[src/hdl/qsgpc_pkg.sv]
// Package for the quadruped servo gait and pose controller.
// Holds joint indexes, command codes, gait constants and the angle-to-duty function.
// No dependencies.
package qsgpc_pkg;

  localparam int unsigned NumJoints = 4;
  localparam int unsigned AngleW    = 10;
  localparam int unsigned OffsetW   = 9;
  localparam int unsigned DutyW     = 11;
  localparam int unsigned PhaseW    = 8;

  localparam int unsigned DutyMin   = 204;
  localparam int unsigned DutyMax   = 1024;
  localparam int unsigned AngleMax  = 180;
  localparam int unsigned AngleMid  = 90;
  localparam int unsigned PhaseStep = 5;

  // floor((DutyMax - DutyMin) * a / AngleMax) == (a * DutyRecip) >> DutyShift for a in 0..180
  localparam int unsigned DutyShift = 16;
  localparam int unsigned DutyRecip = 298562;
  localparam int unsigned RecipW    = 19;

  localparam logic [1:0] JBackLeft   = 2'd0;
  localparam logic [1:0] JFrontRight = 2'd1;
  localparam logic [1:0] JFrontLeft  = 2'd2;
  localparam logic [1:0] JBackRight  = 2'd3;

  typedef enum logic [1:0] {
    ACT_TICK   = 2'd0,
    ACT_TARGET = 2'd1,
    ACT_POSE   = 2'd2,
    ACT_NOP    = 2'd3
  } action_e;

  typedef enum logic [1:0] {
    GAIT_NONE = 2'd0,
    GAIT_FWD  = 2'd1,
    GAIT_BWD  = 2'd2
  } gait_e;

  typedef enum logic [2:0] {
    GRP_BACK_LEFT   = 3'd0,
    GRP_FRONT_RIGHT = 3'd1,
    GRP_FRONT_LEFT  = 3'd2,
    GRP_BACK_RIGHT  = 3'd3,
    GRP_ALL         = 3'd4,
    GRP_FRONT       = 3'd5,
    GRP_BACK        = 3'd6,
    GRP_NONE        = 3'd7
  } group_e;

  typedef enum logic [2:0] {
    POSE_FORWARD      = 3'd0,
    POSE_BACKWARD     = 3'd1,
    POSE_SIT          = 3'd2,
    POSE_STAND        = 3'd3,
    POSE_STRETCH_DOWN = 3'd4,
    POSE_STRETCH_BACK = 3'd5,
    POSE_STOP         = 3'd6,
    POSE_OTHER        = 3'd7
  } pose_e;

  typedef logic signed [AngleW-1:0]  angle_t;
  typedef logic signed [OffsetW-1:0] offset_t;
  typedef logic        [DutyW-1:0]   duty_t;
  typedef logic        [PhaseW-1:0]  phase_t;

  function automatic duty_t duty_of(angle_t ang, offset_t off);
    logic signed [AngleW:0]          sum;
    logic        [PhaseW-1:0]        clamped;
    logic        [PhaseW+RecipW-1:0] prod;
    sum = {ang[AngleW-1], ang} + {{(AngleW+1-OffsetW){off[OffsetW-1]}}, off};
    if (sum < 0) begin
      clamped = '0;
    end else if (sum > $signed((AngleW+1)'(AngleMax))) begin
      clamped = PhaseW'(AngleMax);
    end else begin
      clamped = sum[PhaseW-1:0];
    end
    prod = {{RecipW{1'b0}}, clamped} * (PhaseW+RecipW)'(DutyRecip);
    return DutyW'(DutyMin) + prod[DutyShift+DutyW-1:DutyShift];
  endfunction

endpackage

[src/hdl/quad_servo_gait_pose_controller.sv]
// Path: an accepted input transaction passes through the input register and then the result register.
// Throughput: one transaction per cycle while out_stall_i is low; the single-pass update of state and duties sets that.
// Reset (rst_ni low, async): joints 90, offsets 0, walk stopped, phase 0 rising, pipeline empty.
// Quadruped servo gait and pose controller, top level.
// Depends on qsgpc_pkg.
module quad_servo_gait_pose_controller (
  input  logic                                  clk_i,
  input  logic                                  rst_ni,
  input  logic                                  cfg_we_i,
  input  logic [1:0]                            cfg_idx_i,
  input  logic [qsgpc_pkg::OffsetW-1:0]         cfg_data_i,
  input  logic                                  in_valid_i,
  output logic                                  in_stall_o,
  input  logic [1:0]                            action_i,
  input  logic                                  safety_locked_i,
  input  logic [2:0]                            joint_group_i,
  input  logic signed [qsgpc_pkg::AngleW-1:0]   joint_angle_i,
  input  logic [2:0]                            pose_i,
  output logic                                  out_valid_o,
  input  logic                                  out_stall_i,
  output logic [qsgpc_pkg::DutyW-1:0]           duty_back_left_o,
  output logic [qsgpc_pkg::DutyW-1:0]           duty_front_right_o,
  output logic [qsgpc_pkg::DutyW-1:0]           duty_front_left_o,
  output logic [qsgpc_pkg::DutyW-1:0]           duty_back_right_o,
  output logic signed [qsgpc_pkg::AngleW-1:0]   angle_back_left_o,
  output logic signed [qsgpc_pkg::AngleW-1:0]   angle_front_right_o,
  output logic signed [qsgpc_pkg::AngleW-1:0]   angle_front_left_o,
  output logic signed [qsgpc_pkg::AngleW-1:0]   angle_back_right_o,
  output logic [1:0]                            walk_mode_o,
  output logic                                  duty_updated_o
);

  localparam int unsigned NJ = qsgpc_pkg::NumJoints;

  // input register
  logic                      in_valid_q;
  qsgpc_pkg::action_e        act_q;
  logic                      lock_q;
  qsgpc_pkg::group_e         grp_q;
  qsgpc_pkg::angle_t         ang_q;
  qsgpc_pkg::pose_e          pose_q;

  // state
  qsgpc_pkg::angle_t         joint_q [NJ];
  qsgpc_pkg::angle_t         joint_d [NJ];
  qsgpc_pkg::offset_t        off_q   [NJ];
  qsgpc_pkg::gait_e          gait_q, gait_d;
  qsgpc_pkg::phase_t         pos_q, pos_d;
  logic                      rise_q, rise_d;

  // result register
  logic                      out_valid_q;
  qsgpc_pkg::duty_t          duty_q [NJ];
  qsgpc_pkg::duty_t          duty_d [NJ];
  logic                      upd_q, upd_d;

  logic                      out_ready, in_ready, adv;
  logic signed [qsgpc_pkg::PhaseW:0] pos_step;
  qsgpc_pkg::angle_t         ph_a, ph_b;

  assign out_ready  = !out_valid_q || !out_stall_i;
  assign in_ready   = !in_valid_q || out_ready;
  assign adv        = in_valid_q && out_ready;
  assign in_stall_o = !in_ready;

  always_ff @(posedge clk_i or negedge rst_ni) begin
    if (!rst_ni) begin
      in_valid_q <= 1'b0;
    end else if (in_ready) begin
      in_valid_q <= in_valid_i;
    end
  end

  always_ff @(posedge clk_i) begin
    if (in_valid_i && in_ready) begin
      act_q  <= qsgpc_pkg::action_e'(action_i);
      lock_q <= safety_locked_i;
      grp_q  <= qsgpc_pkg::group_e'(joint_group_i);
      ang_q  <= joint_angle_i;
      pose_q <= qsgpc_pkg::pose_e'(pose_i);
    end
  end

  always_comb begin
    pos_step = rise_q ? $signed({1'b0, pos_q}) + $signed(9'(qsgpc_pkg::PhaseStep))
                      : $signed({1'b0, pos_q}) - $signed(9'(qsgpc_pkg::PhaseStep));
    if (pos_step >= $signed(9'(qsgpc_pkg::AngleMax))) begin
      pos_d  = qsgpc_pkg::PhaseW'(qsgpc_pkg::AngleMax);
      rise_d = 1'b0;
    end else if (pos_step <= 0) begin
      pos_d  = '0;
      rise_d = 1'b1;
    end else begin
      pos_d  = pos_step[qsgpc_pkg::PhaseW-1:0];
      rise_d = rise_q;
    end
    ph_a = qsgpc_pkg::AngleW'(pos_d);
    ph_b = qsgpc_pkg::AngleW'(qsgpc_pkg::AngleMax) - ph_a;
  end

  always_comb begin
    qsgpc_pkg::angle_t fr, bk;
    logic              set_fb;
    fr      = ang_q;
    bk      = ang_q;
    set_fb  = 1'b0;
    joint_d = joint_q;
    gait_d  = gait_q;
    upd_d   = 1'b0;
    case (act_q)
      qsgpc_pkg::ACT_TICK: begin
        if (lock_q) begin
          fr     = qsgpc_pkg::AngleW'(qsgpc_pkg::AngleMid);
          bk     = qsgpc_pkg::AngleW'(qsgpc_pkg::AngleMid);
          set_fb = 1'b1;
          gait_d = qsgpc_pkg::GAIT_NONE;
          upd_d  = 1'b1;
        end else if (gait_q == qsgpc_pkg::GAIT_FWD) begin
          fr     = ph_a;
          bk     = ph_b;
          set_fb = 1'b1;
          upd_d  = 1'b1;
        end else if (gait_q == qsgpc_pkg::GAIT_BWD) begin
          fr     = ph_b;
          bk     = ph_a;
          set_fb = 1'b1;
          upd_d  = 1'b1;
        end
      end
      qsgpc_pkg::ACT_TARGET: begin
        if (!lock_q) begin
          gait_d = qsgpc_pkg::GAIT_NONE;
          upd_d  = 1'b1;
          case (grp_q)
            qsgpc_pkg::GRP_BACK_LEFT:   joint_d[qsgpc_pkg::JBackLeft]   = ang_q;
            qsgpc_pkg::GRP_FRONT_RIGHT: joint_d[qsgpc_pkg::JFrontRight] = ang_q;
            qsgpc_pkg::GRP_FRONT_LEFT:  joint_d[qsgpc_pkg::JFrontLeft]  = ang_q;
            qsgpc_pkg::GRP_BACK_RIGHT:  joint_d[qsgpc_pkg::JBackRight]  = ang_q;
            qsgpc_pkg::GRP_ALL:         set_fb = 1'b1;
            qsgpc_pkg::GRP_FRONT: begin
              joint_d[qsgpc_pkg::JFrontLeft]  = ang_q;
              joint_d[qsgpc_pkg::JFrontRight] = ang_q;
            end
            qsgpc_pkg::GRP_BACK: begin
              joint_d[qsgpc_pkg::JBackLeft]  = ang_q;
              joint_d[qsgpc_pkg::JBackRight] = ang_q;
            end
            default: ;
          endcase
        end
      end
      qsgpc_pkg::ACT_POSE: begin
        if (!lock_q) begin
          gait_d = qsgpc_pkg::GAIT_NONE;
          upd_d  = 1'b1;
          case (pose_q)
            qsgpc_pkg::POSE_FORWARD: begin
              gait_d = qsgpc_pkg::GAIT_FWD;
              upd_d  = 1'b0;
            end
            qsgpc_pkg::POSE_BACKWARD: begin
              gait_d = qsgpc_pkg::GAIT_BWD;
              upd_d  = 1'b0;
            end
            qsgpc_pkg::POSE_SIT: begin
              fr = qsgpc_pkg::AngleW'(qsgpc_pkg::AngleMax);
              bk = '0;
              set_fb = 1'b1;
            end
            qsgpc_pkg::POSE_STAND: begin
              fr = '0;
              bk = '0;
              set_fb = 1'b1;
            end
            qsgpc_pkg::POSE_STRETCH_DOWN: begin
              fr = qsgpc_pkg::AngleW'(qsgpc_pkg::AngleMax);
              bk = qsgpc_pkg::AngleW'(qsgpc_pkg::AngleMid);
              set_fb = 1'b1;
            end
            qsgpc_pkg::POSE_STRETCH_BACK: begin
              fr = qsgpc_pkg::AngleW'(qsgpc_pkg::AngleMid);
              bk = qsgpc_pkg::AngleW'(qsgpc_pkg::AngleMax);
              set_fb = 1'b1;
            end
            qsgpc_pkg::POSE_STOP: begin
              fr = qsgpc_pkg::AngleW'(qsgpc_pkg::AngleMid);
              bk = qsgpc_pkg::AngleW'(qsgpc_pkg::AngleMid);
              set_fb = 1'b1;
            end
            default: ;
          endcase
        end
      end
      default: ;
    endcase
    if (set_fb) begin
      joint_d[qsgpc_pkg::JFrontLeft]  = fr;
      joint_d[qsgpc_pkg::JFrontRight] = fr;
      joint_d[qsgpc_pkg::JBackLeft]   = bk;
      joint_d[qsgpc_pkg::JBackRight]  = bk;
    end
    for (int i = 0; i < NJ; i++) begin
      duty_d[i] = qsgpc_pkg::duty_of(joint_d[i], off_q[i]);
    end
  end

  // phase only moves on a gait tick
  logic phase_en;
  assign phase_en = adv && (act_q == qsgpc_pkg::ACT_TICK) && !lock_q &&
                    (gait_q != qsgpc_pkg::GAIT_NONE);

  always_ff @(posedge clk_i or negedge rst_ni) begin
    if (!rst_ni) begin
      for (int i = 0; i < NJ; i++) begin
        joint_q[i] <= qsgpc_pkg::AngleW'(qsgpc_pkg::AngleMid);
      end
      gait_q <= qsgpc_pkg::GAIT_NONE;
      pos_q  <= '0;
      rise_q <= 1'b1;
    end else begin
      if (adv) begin
        joint_q <= joint_d;
        gait_q  <= gait_d;
      end
      if (phase_en) begin
        pos_q  <= pos_d;
        rise_q <= rise_d;
      end
    end
  end

  always_ff @(posedge clk_i or negedge rst_ni) begin
    if (!rst_ni) begin
      for (int i = 0; i < NJ; i++) begin
        off_q[i] <= '0;
      end
    end else if (cfg_we_i) begin
      off_q[cfg_idx_i] <= cfg_data_i;
    end
  end

  always_ff @(posedge clk_i or negedge rst_ni) begin
    if (!rst_ni) begin
      out_valid_q <= 1'b0;
    end else if (out_ready) begin
      out_valid_q <= in_valid_q;
    end
  end

  always_ff @(posedge clk_i) begin
    if (adv) begin
      duty_q <= duty_d;
      upd_q  <= upd_d;
    end
  end

  // angles and walk mode are the state after the transaction held in the result register
  assign out_valid_o         = out_valid_q;
  assign duty_back_left_o    = duty_q[qsgpc_pkg::JBackLeft];
  assign duty_front_right_o  = duty_q[qsgpc_pkg::JFrontRight];
  assign duty_front_left_o   = duty_q[qsgpc_pkg::JFrontLeft];
  assign duty_back_right_o   = duty_q[qsgpc_pkg::JBackRight];
  assign angle_back_left_o   = joint_q[qsgpc_pkg::JBackLeft];
  assign angle_front_right_o = joint_q[qsgpc_pkg::JFrontRight];
  assign angle_front_left_o  = joint_q[qsgpc_pkg::JFrontLeft];
  assign angle_back_right_o  = joint_q[qsgpc_pkg::JBackRight];
  assign walk_mode_o         = gait_q;
  assign duty_updated_o      = upd_q;

  a_stall_from_out: assert property (@(posedge clk_i) disable iff (!rst_ni)
    !out_stall_i |-> !in_stall_o)
    else $error("input stalled while output side is free");

  a_res_from_in: assert property (@(posedge clk_i) disable iff (!rst_ni)
    $rose(out_valid_o) |-> $past(in_valid_q))
    else $error("result appeared without a registered transaction");

  a_phase_range: assert property (@(posedge clk_i) disable iff (!rst_ni)
    pos_q <= qsgpc_pkg::PhaseW'(qsgpc_pkg::AngleMax))
    else $error("phase out of range");

  a_duty_range: assert property (@(posedge clk_i) disable iff (!rst_ni)
    out_valid_o |-> (duty_back_left_o >= qsgpc_pkg::DutyW'(qsgpc_pkg::DutyMin)) &&
                    (duty_front_right_o <= qsgpc_pkg::DutyW'(qsgpc_pkg::DutyMax)))
    else $error("duty out of range");

  a_hold_state: assert property (@(posedge clk_i) disable iff (!rst_ni)
    (out_valid_o && out_stall_i) |=> $stable(gait_q) && $stable(pos_q))
    else $error("state moved while result held");

endmodule
[config.mk]
export PLATFORM = sky130hd
export DESIGN_NAME = quad_servo_gait_pose_controller
export DESIGN_NICKNAME = d
export VERILOG_FILES = /design/src/hdl/qsgpc_pkg.sv /design/src/hdl/quad_servo_gait_pose_controller.sv
export SDC_FILE = /design/constraint.sdc
export NUM_CORES = 1
export LEC_CHECK = 0
export ABC_AREA = 1
export BUFFER_PORTS_ARGS = -buffer_cell sky130_fd_sc_hd__buf_2
export CAP_MARGIN = 25
export CORE_ASPECT_RATIO = 1.2
export CORE_MARGIN = 3
export CORE_UTILIZATION = 55
export CTS_BUF_LIST = sky130_fd_sc_hd__clkbuf_8
export DETAILED_ROUTE_END_ITERATION = 8
export PLACE_DENSITY = 0.74
export SLEW_MARGIN = 15
export SYNTH_ARGS = -nofsm -noshare
export SYNTH_HDL_FRONTEND = slang
export SYNTH_SLANG_ARGS = --single-unit
[constraint.sdc]
create_clock -name clk_i -period 13.6 [get_ports clk_i]
set_input_delay 2.72 -clock clk_i [delete_from_list [all_inputs] [get_ports clk_i]]
set_output_delay 2.72 -clock clk_i [all_outputs]
set_load 0.01 [all_outputs]
==> flow_metrics.py <==
metrics = {
    "outcome": {
        "status": "finished, final reports clean",
    },
    "cells_and_area": {
        "layout_common_cells": "763 x nand2_1, 401 x inv_1, 260 x ha_1, 163 x nor2_1, 140 x nand3_1",
        "nFillCells": 2946,
        "num_antenna_cells": 0,
        "drive_gt1_share_pct": 8.95,
        "final_common_cell": "nand2_1",
        "final_nets": 2961,
        "area_delta_synth_final_pct": 8.04,
    },
    "run": {
        "cap_violations": 0,
    },
    "clocking": {
        "ctsHoldBuffers": 0,
        "numCtsBuffers": 17,
        "cts_tree": "built",
        "path_clk_slew_ns": 0.10,
        "cts_root_buf": "clkbuf_8",
        "clock_path_buffers": 2,
        "htree_levels": 4,
        "cts.sinks": 153,
        "cts.repair.resized": 0,
        "clk_latency_ns": 0.48,
        "post_cts_buffers": 0,
    },
    "min_path": {
        "worstHoldStart": "angle_front_right_o[4]",
        "hp-class": "flip-flop to flip-flop",
    },
    "grt": {
        "grt_pass1_vias": 16000,
        "grt_use_met3_pct": 3.47,
        "grt_max_degree": 64,
        "grt_use_total_pct": 26.7,
        "met2_usage_pct": 45.5,
        "grt.busiest_layer": "met2",
        "grt_antenna_before_repair": 0,
        "grt_pass1_wl_microns": 75600,
        "gr-total-overflow": 0,
        "grt_util_met1_pct": 34.5,
    },
    "routing": {
        "via_count": 16500,
        "via_per_inst": 5.46,
        "drtIter0Drc": 1104,
        "postRouteAntennaNets": 0,
        "drcViolationCount": 0,
        "wirelength_microns": 45000,
        "drtPass1Iterations": 6,
        "drt-wirelength-per-cell_microns": 14.9,
    },
    "setup_path": {
        "crit_type": "flip-flop to flip-flop",
        "startpoint_type": "flip-flop",
        "slowest_delay_ns": 0.54,
        "startpoint": "rise_q",
        "slowest_stage": "dfstp_2",
        "cp_common_cell": "nand2_1",
        "r2r_slack_ns": 3.88,
        "required_ns": 13.84,
        "crit_fanout": 9,
        "critPathArrivalTime_ns": 9.96,
        "worstReg2RegStart": "rise_q",
        "endpoint_kind": "flip-flop",
    },
    "sta": {
        "fin_ws_ns": 3.88,
        "setup_tns_ns": 0,
        "finalClockSkew_ns": 0.0158,
        "finalSetupViolCount": 0,
        "rsz0062_at_grt": "no",
        "timing.max_slew.rel_slack_pct": 45.1,
        "fin_crit_sh_pct": 71.5,
        "worstMarginPinSlew_ns": 0.823,
        "hold_viol": 0,
        "slew_violations": 0,
        "max_freq_mhz": 103,
        "min_period_ns": 9.72,
    },
    "yosys": {
        "synth.top_cells.by_area": "ha_1 18%, nand2_1 16%, edfxtp_1 11%, dfrtp_1 10%, inv_1 8.5%",
        "synth_edf_count": 64,
        "yosys_warnings": 0,
        "synthDistinctLibCells": 55,
        "synthesis.area_sq_um": 17700,
        "synth_top_area_cell": "ha_1",
        "mappedNetlistNets": 2848,
        "async_flop_share_pct": 58.2,
        "synthFlopType": "dfrtp_1",
        "ys_seq_area_share_pct": 23.6,
        "synthCells": 2489,
        "synth_seq_cells": 153,
        "synth_area_per_cell_sq_um": 7.11,
        "post-synth-top-area-fraction_pct": 18.4,
    },
    "floorplan": {
        "die_h_microns": 203,
        "start_util_pct": 56.1,
        "rows": 71,
        "coreArea_sq_um": 31500,
        "pin_count": 124,
        "dieArea_sq_um": 34400,
        "die_w_microns": 170,
    },
    "placement": {
        "place.gp.congestion": 0.961,
        "post-place-ws_ns": 3.97,
        "io_buffers": 123,
        "dp_hpwl_microns": 36400,
    },
}
[worst max-delay path: cells and delay by family, from the launching register on]
family	cells	cell delay (ns)
adders and majority gates	9	3.33
and+or+nand+nor	27	3.16
AOI/OAI and AO/OA	7	1.43
buffers and inverters	6	0.66
DFF	1	0.54
xor gates and xnor gates	2	0.36
[layout make-up]
| cell class | instances | area [sq um] | area share [%] |
|---|---|---|---|
| Clock buffer | 18 | 248 | 1.30 |
| Clock inverter | 14 | 179 | 0.935 |
| Inverter | 408 | 1530 | 8.01 |
| Multi-Input combinational cell | 1894 | 11800 | 61.9 |
| Sequential cell | 153 | 4170 | 21.8 |
| Tap cell | 401 | 502 | 2.62 |
| Timing Repair Buffer | 128 | 656 | 3.43 |
[through the flow]
stage,std cells,cell area [sq um],util [%],hold WS [ns]
detailed placement,2984,18700,59.3,0.468
global placement,2984,18700,59.3,0.457
floorplan,2489,17700,-,0.448
CTS,3016,19100,60.7,0.484
finish,3016,19100,60.7,0.483
global route,3016,19100,60.7,0.489
[flip-flops by register name, summed over array words and instances, names as in the netlist]
signal               cells
walk_mode_o              2
off_q                   36
duty_back_left_o        11
pos_q                    8
duty_updated_o           1
angle_front_right_o     10
rise_q                   1
duty_front_left_o       11
out_valid_o              1
in_valid_q               1
duty_front_right_o      11
grp_q                    3
angle_back_right_o      10
lock_q                   1
ang_q                   10
angle_front_left_o      10
duty_back_right_o       11
act_q                    2
pose_q                   3
angle_back_left_o       10
[per-layer routing]
| layer | wire, microns | vias up |
|---|---|---|
| met1 | 19700 | 7539 |
| met2 | 21100 | 512 |
| met5 | 0 | - |
| li1 | - | 8315 |
| met3 | 2560 | 93 |
| met4 | 1570 | 0 |
[cell families (layout without fill, tap and decap cells)]
family	Yosys count	count (layout)	synth area share [%]
flip-flops	153	153	23.6
XOR/XNOR	37	37	1.83
buffers and inverters	442	568	9.60
AO/OA/AOI/OAI	352	352	11.5
adder cells (fa/ha/maj)	324	324	25.6
AND/OR/NAND/NOR	1181	1181	27.9
[worst paths after layout]
kind	end	depth (start not counted)
max	duty_front_right_o[10]	51
min	angle_front_right_o[4]	2
max reg2reg	duty_front_right_o[10]	51
min reg2reg	angle_front_right_o[4]	2
max in group asynchronous	off_q[10]	2
min in group asynchronous	off_q[18]	1
[synthesized netlist by cell type, types with 3 or more instances]
master    instances
o211a_1           5
inv_1           401
buf_2             5
nand3b_1          8
nor4_1           11
nand2_4           3
nand4_1          31
and2_1            8
o211ai_1         15
nand3_2           3
xor2_1           23
nor2_2            3
a21oi_2           8
dfstp_2          17
a211oi_1          3
nand2_1         763
nand2_2          15
nand3_1         140
o31ai_1           5
dfrtp_1          72
a21oi_1         122
o21bai_1          3
o21ai_0         133
o21ai_2           7
o21ai_1           8
clkinv_1          5
buf_4             3
xnor2_1          14
o22ai_1           3
or2_2             5
o21a_1            8
a221oi_1          3
clkbuf_1         23
a31oi_1           9
ha_1            260
nor2_1          163
nor3_1           20
edfxtp_1         64
a21boi_0          8
buf_6             3
fa_1             64
Power is not shown: default switching activity piles up to over one toggle a cycle in this logic, so the estimate is an artifact.
